### src/design/cfsr_pkg.sv
package cfsr_pkg;

  typedef enum logic [2:0] {
    OP_PUSH    = 3'd0,
    OP_POP     = 3'd1,
    OP_CLEAR   = 3'd2,
    OP_REVERSE = 3'd3,
    OP_FIND    = 3'd4
  } op_t;

  typedef enum logic [1:0] {
    ST_OK        = 2'd0,
    ST_OVERFLOW  = 2'd1,
    ST_EMPTY     = 2'd2,
    ST_NOT_FOUND = 2'd3
  } status_t;

  typedef enum logic [3:0] {
    S_IDLE,
    S_START,
    S_REV_RD,
    S_REV_WA,
    S_REV_WB,
    S_FIND_RD,
    S_FIND_CMP,
    S_FRONT,
    S_DONE
  } state_t;

  // controller to datapath
  typedef struct packed {
    logic    accept;
    logic    push;
    logic    pop;
    logic    clear;
    logic    rev_init;
    logic    rev_step;
    logic    find_init;
    logic    find_step;
    logic    find_hit;
    logic    sel_pa;
    logic    wr_a;
    logic    wr_b;
    logic    front_rd;
    logic    load_out;
    logic    set_status;
    status_t code;
  } cmd_t;

  // datapath to controller
  typedef struct packed {
    op_t  op;
    logic empty;
    logic full;
    logic short_fill;
    logic last;
    logic hit;
    logic out_free;
  } sts_t;

endpackage

### src/design/cfsr_ctrl.sv
module cfsr_ctrl
  import cfsr_pkg::*;
(
  input  logic clk,
  input  logic rst,
  input  logic in_valid,
  output logic in_stall,
  input  sts_t sts,
  output cmd_t cmd
);

  state_t state;
  state_t state_next;

  always_ff @(posedge clk) begin
    if (rst) begin
      state <= S_IDLE;
    end else begin
      state <= state_next;
    end
  end

  always_comb begin
    state_next = state;
    cmd        = '0;
    cmd.code   = ST_OK;
    in_stall   = 1'b1;
    unique case (state)
      S_IDLE: begin
        in_stall = 1'b0;
        if (in_valid) begin
          cmd.accept = 1'b1;
          state_next = S_START;
        end
      end
      S_START: begin
        cmd.set_status = 1'b1;
        state_next     = S_FRONT;
        unique case (sts.op)
          OP_PUSH: begin
            if (sts.full) begin
              cmd.code = ST_OVERFLOW;
            end else begin
              cmd.push = 1'b1;
            end
          end
          OP_POP: begin
            if (sts.empty) begin
              cmd.code = ST_EMPTY;
            end else begin
              cmd.pop = 1'b1;
            end
          end
          OP_CLEAR: begin
            cmd.clear = 1'b1;
          end
          OP_REVERSE: begin
            if (sts.empty) begin
              cmd.code = ST_EMPTY;
            end else begin
              cmd.rev_init = 1'b1;
              if (!sts.short_fill) begin
                state_next = S_REV_RD;
              end
            end
          end
          OP_FIND: begin
            cmd.code      = ST_NOT_FOUND;
            cmd.find_init = 1'b1;
            if (!sts.empty) begin
              state_next = S_FIND_RD;
            end
          end
          default: begin
            cmd.code = ST_OK;
          end
        endcase
      end
      S_REV_RD: begin
        cmd.sel_pa = 1'b1;
        state_next = S_REV_WA;
      end
      S_REV_WA: begin
        // keep the read port on pa so the old front word survives
        cmd.sel_pa = 1'b1;
        cmd.wr_a   = 1'b1;
        state_next = S_REV_WB;
      end
      S_REV_WB: begin
        cmd.wr_b     = 1'b1;
        cmd.rev_step = 1'b1;
        state_next   = sts.last ? S_FRONT : S_REV_RD;
      end
      S_FIND_RD: begin
        cmd.sel_pa = 1'b1;
        state_next = S_FIND_CMP;
      end
      S_FIND_CMP: begin
        if (sts.hit) begin
          cmd.find_hit   = 1'b1;
          cmd.set_status = 1'b1;
          cmd.code       = ST_OK;
          state_next     = S_FRONT;
        end else begin
          cmd.find_step = 1'b1;
          state_next    = sts.last ? S_FRONT : S_FIND_RD;
        end
      end
      S_FRONT: begin
        cmd.front_rd = 1'b1;
        state_next   = S_DONE;
      end
      S_DONE: begin
        if (sts.out_free) begin
          cmd.load_out = 1'b1;
          state_next   = S_IDLE;
        end
      end
      default: begin
        state_next = S_IDLE;
      end
    endcase
  end

endmodule

### config.mk
export PLATFORM = sky130hd
export DESIGN_NAME = cfsr_ctrl
export DESIGN_NICKNAME = d
export VERILOG_FILES = /design/src/design/cfsr_pkg.sv /design/src/design/cfsr_ctrl.sv
export SDC_FILE = /design/constraint.sdc
export NUM_CORES = 1
export LEC_CHECK = 0
export BUFFER_PORTS_ARGS = -buffer_cell sky130_fd_sc_hd__buf_2
export CORE_AREA = 8 8 45 47
export CTS_BUF_LIST = sky130_fd_sc_hd__clkbuf_2
export DETAILED_ROUTE_END_ITERATION = 8
export DIE_AREA = 0 0 53 55
export PLACE_DENSITY = 0.7
export SKIP_LAST_GASP = 1
export SYNTH_ARGS = -nofsm -noshare
export SYNTH_HDL_FRONTEND = slang
export SYNTH_SLANG_ARGS = --single-unit
### constraint.sdc
create_clock -name clk -period 1.1 [get_ports clk]
set_input_delay 0.165 -clock clk [delete_from_list [all_inputs] [get_ports clk]]
set_output_delay 0.165 -clock clk [all_outputs]
set_load 0.1 [all_outputs]
==> results of run 1 <==
stage by stage:
step	cell area (um^2)	hold WS [ns]	utilization	std cells
2_1_floorplan	614	0.234	-	60
3_3_place_gp	1170	0.378	0.845	125
3_5_place_dp	1170	0.385	0.845	125
synth_stat cells, drive strengths merged, types with 2 or more instances:
cell    count  area [um^2]
dfxtp       4         80.1
nor3        4         20.0
nand2       5         18.8
a31oi       2         12.5
nand2b      2         12.5
nor2        6         25.0
a21oi       2         10.0
o41ai       2         17.5
and3        4         25.0
inv         2         7.51
buf         6         43.8
nor3b       3         22.5
nor4b       2         30.0
cells by family after synthesis:
group           after synthesis  share of synthesized area
mux                           1                     0.0219
simple gates                 34                      0.469
flops                         4                      0.175
compound gates               12                      0.203
buf+inv                       8                      0.112
xor+xnor                      1                     0.0192
==> flow_metrics.env, run 1 <==
export IMPL_synth_edf_count=0
export IMPL_post_cts_buffers=6
export IMPL_synth_fp_nets=72
export IMPL_synth_yosys_seq_area_share=0.175
export IMPL_cts_buffers_inserted=3
export IMPL_globalplace_congestion=0.808
export IMPL_netlist_instances=60
export IMPL_syn_area_um2=457
export IMPL_io_pins=30
export IMPL_port_buffers=29
export IMPL_ys_ff_latch=4
export IMPL_fp_dieW_um=53
export IMPL_stop_stage="4_1_cts"
export IMPL_cts_root_buffer="clkbuf_2"
export IMPL_cts_buffer_depth=2
export IMPL_place_ws_ns=-0.394
export IMPL_num_rows=14
export IMPL_error_line="[ERROR DPL-0033] detailed placement checks failed during check placement."
export IMPL_yosys_warnings=0
export IMPL_ys_flop_type="dfxtp_1"
export IMPL_dieHeight_um=55
export IMPL_cts_resized_gates=34
export IMPL_hold_buffers=0
export IMPL_ys_types=32
export IMPL_initial_core_util=0.330
export IMPL_clock_sinks=4
export IMPL_cts_htree_levels=1
export IMPL_avgSynthCellArea_um2=7.61
export IMPL_ys_async_sr_fraction=0
export IMPL_dp_hpwl_um=1700
export IMPL_status="stopped before the end"
==> inputs of run 2 (changes only) <==
--- a/config.mk
+++ b/config.mk
@@ -6,11 +6,10 @@
 export NUM_CORES = 1
 export LEC_CHECK = 0
 export BUFFER_PORTS_ARGS = -buffer_cell sky130_fd_sc_hd__buf_2
-export CORE_AREA = 8 8 45 47
-export CTS_BUF_LIST = sky130_fd_sc_hd__clkbuf_2
+export CORE_AREA = 8 8 69 71
 export DETAILED_ROUTE_END_ITERATION = 8
-export DIE_AREA = 0 0 53 55
-export PLACE_DENSITY = 0.7
+export DIE_AREA = 0 0 77 79
+export PLACE_DENSITY_LB_ADDON = 0.15
 export SKIP_LAST_GASP = 1
 export SYNTH_ARGS = -nofsm -noshare
 export SYNTH_HDL_FRONTEND = slang
==> constraint.sdc (replaced) <==
create_clock -name clk -period 1.45 [get_ports clk]
set_input_delay 0.2175 -clock clk [delete_from_list [all_inputs] [get_ports clk]]
set_output_delay 0.2175 -clock clk [all_outputs]
set_load 0.1 [all_outputs]
==> run 2 against run 1 <==
Against the previous run: the flow now finishes, with violations (setup timing); synthesized cell count is the same; area after synthesis is the same.
==> flow_metrics.env, run 2 <==
export IMPL_clk_pin_slew_ns=0.03
export IMPL_multi_input_area_um2=532
export IMPL_syn_area_um2=457
export IMPL_design_area_um2=1440
export IMPL_synth_area_top_cells="dfxtp_1, nor4b_2, and3_1, buf_4, nor3b_1"
export IMPL_switchingPower_w=0.00174
export IMPL_nets=133
export IMPL_p_total_w=0.00346
export IMPL_slew_headroom=0.500
export IMPL_rsz0062_at_grt="true"
export IMPL_yosys_warnings=0
export IMPL_placed_cell_area_um2=1140
export IMPL_cpPeakStageDelay_ns=0.33
export IMPL_fin_worst_skew_ns=0.00337
export IMPL_firstDrtPassIters=3
export IMPL_largest_reg_flops=4
export IMPL_fillCellCount=404
export IMPL_regArea_um2=92.6
export IMPL_use_met3=0.0293
export IMPL_use_met1=0.0714
export IMPL_finalSetupTns_ns=-2.28
export IMPL_grt_pass1_vias=798
export IMPL_finalHoldViolCount=0
export IMPL_final_common_cell="buf_4"
export IMPL_irDropWorstVdd_mv=1.03
export IMPL_cp_slowest_cell="dfxtp_2"
export IMPL_p_sw_frac=0.503
export IMPL_crit_family="simple AND/OR/NAND/NOR gates"
export IMPL_drc=0
export IMPL_critPathLaunchType="flip-flop"
export IMPL_grt_max_degree=9
export IMPL_dp_hpwl_um=1640
export IMPL_grt_antenna_before_repair=0
export IMPL_route_vias_total=703
export IMPL_cts_buffers_inserted=3
export IMPL_final_util=0.378
export IMPL_path_class="reg2out"
export IMPL_io_pins=30
export IMPL_yosysTopAreaCell="dfxtp_1"
export IMPL_hold_path_class="in2reg"
export IMPL_largest_registers="state (4)"
export IMPL_hold_buffers=0
export IMPL_core_area_um2=3800
export IMPL_ant_nets=0
export IMPL_drv_slew=0
export IMPL_top_register="state"
export IMPL_timing_final_ws_setup_ns=-0.208
export IMPL_ys_ff_latch=4
export IMPL_routed_wl_um=2270
export IMPL_netlist_instances=60
export IMPL_clock_sinks=4
export IMPL_setup_violations_final=19
export IMPL_min_period_ns=1.66
export IMPL_path_cells="buf_6 > nor2b_4 > nand2_4 > nor4b_4 > buf_12"
export IMPL_ys_types=32
export IMPL_failed_checks="setup timing"
export IMPL_grt_pass1_wl_um=3710
export IMPL_place_ws_ns=-0.0485
export IMPL_status="finished, violations left"
export IMPL_intPower_w=0.00172
export IMPL_synth_edf_count=0
export IMPL_worstPathArrival_ns=1.44
export IMPL_avgViaCountPerCell=4.16
export IMPL_mostFrequentLayoutCells="buf_4, buf_12, buf_2, buf_6"
export IMPL_required_ns=1.23
export IMPL_cts_tree="done"
export IMPL_drive_above_1_share=0.807
export IMPL_dieHeight_um=79
export IMPL_n_antenna_cell=0
export IMPL_cp_max_fo=5
export IMPL_clock_latency_ns=0.21
export IMPL_fp_dieArea_um2=6080
export IMPL_tightestPinTransition_ns=0.741
export IMPL_worstSetupEndpointType="primary output"
export IMPL_fin_crit_sh=1.14
export IMPL_grt_overflow=0
export IMPL_cts_buffer_depth=2
export IMPL_wire_per_inst_um=13.4
export IMPL_synth_top_area_share=0.175
export IMPL_cts_htree_levels=1
export IMPL_drt_iter0_drc=11
export IMPL_cts_root_buffer="clkbuf_8"
export IMPL_busiest_layer="met2"
export IMPL_power_per_cell_area_nw_per_um2=2410
export IMPL_grtUsageTotal=0.0741
export IMPL_power_frac_comb=0.861
export IMPL_p_leak_nw=0.594
export IMPL_globalplace_congestion=0.774
export IMPL_initial_core_util=0.120
export IMPL_avgSynthCellArea_um2=7.61
export IMPL_power_frac_seq=0.073
export IMPL_layout_area_overhead_vs_synth_pct=215
export IMPL_met2_usage=0.139
export IMPL_synth_fp_nets=72
export IMPL_cp_num_buf_inv=2
export IMPL_drv_cap=0
export IMPL_ys_async_sr_fraction=0
export IMPL_synth_commonest_cells="nand2_1, nor2_1, and3_1, dfxtp_1, nor3_1"
export IMPL_synth_yosys_seq_area_share=0.175
export IMPL_p_clk_frac=0.066
export IMPL_max_freq_ghz=0.603
export IMPL_fp_dieW_um=77
export IMPL_ys_flop_type="dfxtp_1"
export IMPL_num_rows=23
export IMPL_port_buffers=29
run 2: cell counts after synthesis:
Identical to the previous run, type by type.
run 2: layer usage:
layer | vias up | part of all wire
li1 | 345 | -
met1 | 339 | 0.37
met2 | 17 | 0.58
met3 | 2 | 0.047
met4 | 0 | 0.0066
met5 | - | 0
run 2: final cells by class:
class,count,area share
sequential,4,0.0645
clock buffer,3,0.0287
tap,50,0.0436
inverter,2,0.00523
multi-input combinational,48,0.370
timing repair buffer,62,0.488
run 2: power by group through the flow:
stage	Clock [W]	Sequential, W	Combinational [W]
2_1_floorplan	0	0.000196	0.00156
3_3_place_gp	0	0.000209	0.00232
3_5_place_dp	0	0.000213	0.00232
4_1_cts	0.000233	0.000244	0.00274
5_1_grt	0.000242	0.000255	0.00311
6_report	0.000228	0.000251	0.00298
run 2: per-stage QoR:
stage,hold WS (ns),std cells
global placement,0.445,152
finish,0.241,169
floorplan,0.286,60
detailed placement,0.444,152
global route,0.248,169
CTS,0.221,165
run 2: worst reg2reg max path, delay by kind of cell, from the launching register on:
| family | cells | cell delay (ns) |
|---|---|---|
| buffers and inverters | 3 | 0.44 |
| flip-flops | 1 | 0.35 |
| AO/OA/AOI/OAI | 2 | 0.42 |
| AND/OR/NAND/NOR | 1 | 0.13 |
run 2: timing repair:
| item | 4_1_cts | 5_1_grt |
|---|---|---|
| setup endpoints to repair | 18 | 20 |
| gates resized for setup | 30 | 9 |
| pin swaps | 8 | 7 |
| setup buffers | 10 | 6 |
run 2: path summary, 6_finish.rpt:
kind / startpoint / endpoint / slack [ns] / depth (start not counted)
worst min register to register: state[3] / state[1] / 0.62 / 2
worst max-delay path: state[0] / cmd[15] / -0.21 / 5
worst min-delay path: rst / state[3] / 0.24 / 2
worst max register to register: state[2] / state[1] / -0.01 / 6
run 2: logic make-up after synthesis:
| group | Yosys count | share of synthesized area |
|---|---|---|
| multiplexers | 1 | 0.0219 |
| buffers and inverters | 8 | 0.112 |
| AO/OA/AOI/OAI | 12 | 0.203 |
| AND/OR/NAND/NOR | 34 | 0.469 |
| flip-flops | 4 | 0.175 |
| XOR/XNOR | 1 | 0.0192 |
(Power assumes the default switching activity.)
==> inputs of run 3 (changes only) <==
--- a/config.mk
+++ b/config.mk
@@ -10,7 +10,9 @@
 export DETAILED_ROUTE_END_ITERATION = 8
 export DIE_AREA = 0 0 77 79
 export PLACE_DENSITY_LB_ADDON = 0.15
+export REMOVE_ABC_BUFFERS = 1
 export SKIP_LAST_GASP = 1
 export SYNTH_ARGS = -nofsm -noshare
 export SYNTH_HDL_FRONTEND = slang
 export SYNTH_SLANG_ARGS = --single-unit
+export TNS_END_PERCENT = 30
==> run 3 against run 2 <==
Against the previous run: the flow still finishes with violations (setup timing); combinational power decreased by 20%; non-clock buffer count decreased by 9; worst setup slack got worse by 0.0094 ns; final cell count decreased by 5.3%; clock power about the same; power decreased by 17%; critical path type unchanged; critical endpoint is now cmd[12]; largest cell class unchanged.
==> flow_metrics.env, run 3 (synthesized netlist as in run 2, its figures left out) <==
export IMPL_status="finished, violations left"
export IMPL_failed_checks="setup timing"
export IMPL_worstPathArrival_ns=1.45
export IMPL_irDropWorstVdd_mv=1.83
export IMPL_avgViaCountPerCell=4.11
export IMPL_dp_hpwl_um=1610
export IMPL_ant_nets=0
export IMPL_timing_final_ws_setup_ns=-0.217
export IMPL_path_cells="nor4b_4 > nand2_2 > nor3_2 > buf_4 > buf_12"
export IMPL_ff2ff_setup_slack_ns=0.17
export IMPL_cts_buffers_inserted=3
export IMPL_ff2ff_path_depth=4
export IMPL_drv_cap=0
export IMPL_grt_max_degree=11
export IMPL_num_rows=23
export IMPL_clk_pin_slew_ns=0.03
export IMPL_drive_above_1_share=0.718
export IMPL_r2r_start="state[3]"
export IMPL_finalHoldViolCount=0
export IMPL_max_freq_ghz=0.600
export IMPL_min_period_ns=1.67
export IMPL_dieHeight_um=79
export IMPL_cp_max_fo=5
export IMPL_hold_end="state[1]"
export IMPL_worstSetupEndpointType="primary output"
export IMPL_fin_crit_sh=1.15
export IMPL_grt_pass1_vias=701
export IMPL_grt_overflow=0
export IMPL_grt_antenna_before_repair=0
export IMPL_firstDrtPassIters=4
export IMPL_cp_num_buf_inv=2
export IMPL_initial_core_util=0.120
export IMPL_rsz0062_at_grt="true"
export IMPL_place_ws_ns=-0.162
export IMPL_cts_htree_levels=1
export IMPL_path_class="reg2out"
export IMPL_clock_sinks=4
export IMPL_clock_latency_ns=0.21
export IMPL_drv_slew=0
export IMPL_route_vias_total=658
export IMPL_hold_path_class="in2reg"
export IMPL_cts_buffer_depth=2
export IMPL_hold_buffers=0
export IMPL_fin_worst_skew_ns=0.000336
export IMPL_n_antenna_cell=0
export IMPL_drt_iter0_drc=17
export IMPL_wire_per_inst_um=13.0
export IMPL_p_leak_nw=0.510
export IMPL_power_per_cell_area_nw_per_um2=2340
export IMPL_setup_violations_final=18
export IMPL_layout_area_overhead_vs_synth_pct=168
export IMPL_grt_pass1_wl_um=3330
export IMPL_hold_path_depth=2
export IMPL_reg2reg_to="state[2]"
export IMPL_cp_slowest_cell="dfxtp_4"
export IMPL_routed_wl_um=2080
export IMPL_grtUsageTotal=0.0679
export IMPL_port_buffers=29
export IMPL_cpPeakStageDelay_ns=0.35
export IMPL_crit_family="simple AND/OR/NAND/NOR gates"
export IMPL_nets=124
export IMPL_top_register="state"
export IMPL_cts_root_buffer="clkbuf_8"
export IMPL_final_util=0.322
export IMPL_fp_dieArea_um2=6080
export IMPL_largest_registers="state (4)"
export IMPL_slew_headroom=0.697
export IMPL_p_total_w=0.00287
export IMPL_globalplace_congestion=0.717
export IMPL_fp_dieW_um=77
export IMPL_critPathLaunchType="flip-flop"
export IMPL_drc=0
export IMPL_worstHoldStart="rst"
export IMPL_required_ns=1.23
export IMPL_final_common_cell="buf_4"
export IMPL_mostFrequentLayoutCells="buf_4, buf_12, buf_2, nor2_1, buf_6"
export IMPL_cts_tree="done"
export IMPL_io_pins=30
export IMPL_largest_reg_flops=4
export IMPL_worst_hold_slack_ns=0.217
export IMPL_core_area_um2=3800
export IMPL_tightestPinTransition_ns=0.448
==> run 3: changes by cell type in the layout (fill, tap and decap cells not counted), sizes merged <==
cell  delta
buf      -9
==> run 3: per-stage QoR <==
stage,std cells,TNS (ns),cell area (um^2)
6_report,160,-1.95,1220
2_1_floorplan,54,-18.45,413
5_1_grt,160,-3.09,1220
3_5_place_dp,149,-0.602,996
3_3_place_gp,149,-0.415,996
4_1_cts,159,-2.20,1160
==> run 3: layer usage <==
layer  vias to the layer above  global-route usage  wire length (um)
met3                         2              0.0260               116
met1                       308              0.0746               926
met4                         0              0.0226                25
li1                        324                   -                 -
met2                        24               0.118              1010
met5                         -                   0                 0
==> run 3: timing repair <==
action / 4_1_cts / 5_1_grt
setup endpoints to repair: 18 / 18
pin swaps: 6 / 5
setup buffers: 7 / 1
resized for setup: 19 / 12
==> run 3: worst max-delay path by stage <==
| stage | cells past startpoint | from | to | slack (ns) |
|---|---|---|---|---|
| floorplan | 3 | state[3] | cmd[11] | -1.91 |
| global placement | 5 | state[1] | cmd[12] | -0.07 |
| detailed placement | 5 | state[1] | cmd[12] | -0.16 |
| CTS | 5 | state[2] | cmd[12] | -0.23 |
| global route | 5 | state[1] | cmd[12] | -0.30 |
| finish | 5 | state[1] | cmd[12] | -0.22 |
==> run 3: report_power, final <==
| part | internal (W) | switching (W) | total (W) |
|---|---|---|---|
| registers | 0.000174 | 0.0000903 | 0.000265 |
| clock network | 0.000176 | 0.0000520 | 0.000228 |
| logic | 0.000991 | 0.00139 | 0.00238 |
| total | 0.00134 | 0.00153 | 0.00287 |
==> run 3: area by class of cell <==
cell class / count / area [um^2]
inverter: 2 / 7.51
tap: 50 / 62.6
fill: 421 / 2570
clock buffer: 3 / 41.3
multi-input combinational: 48 / 425
timing repair buffer: 53 / 598
sequential: 4 / 90.1
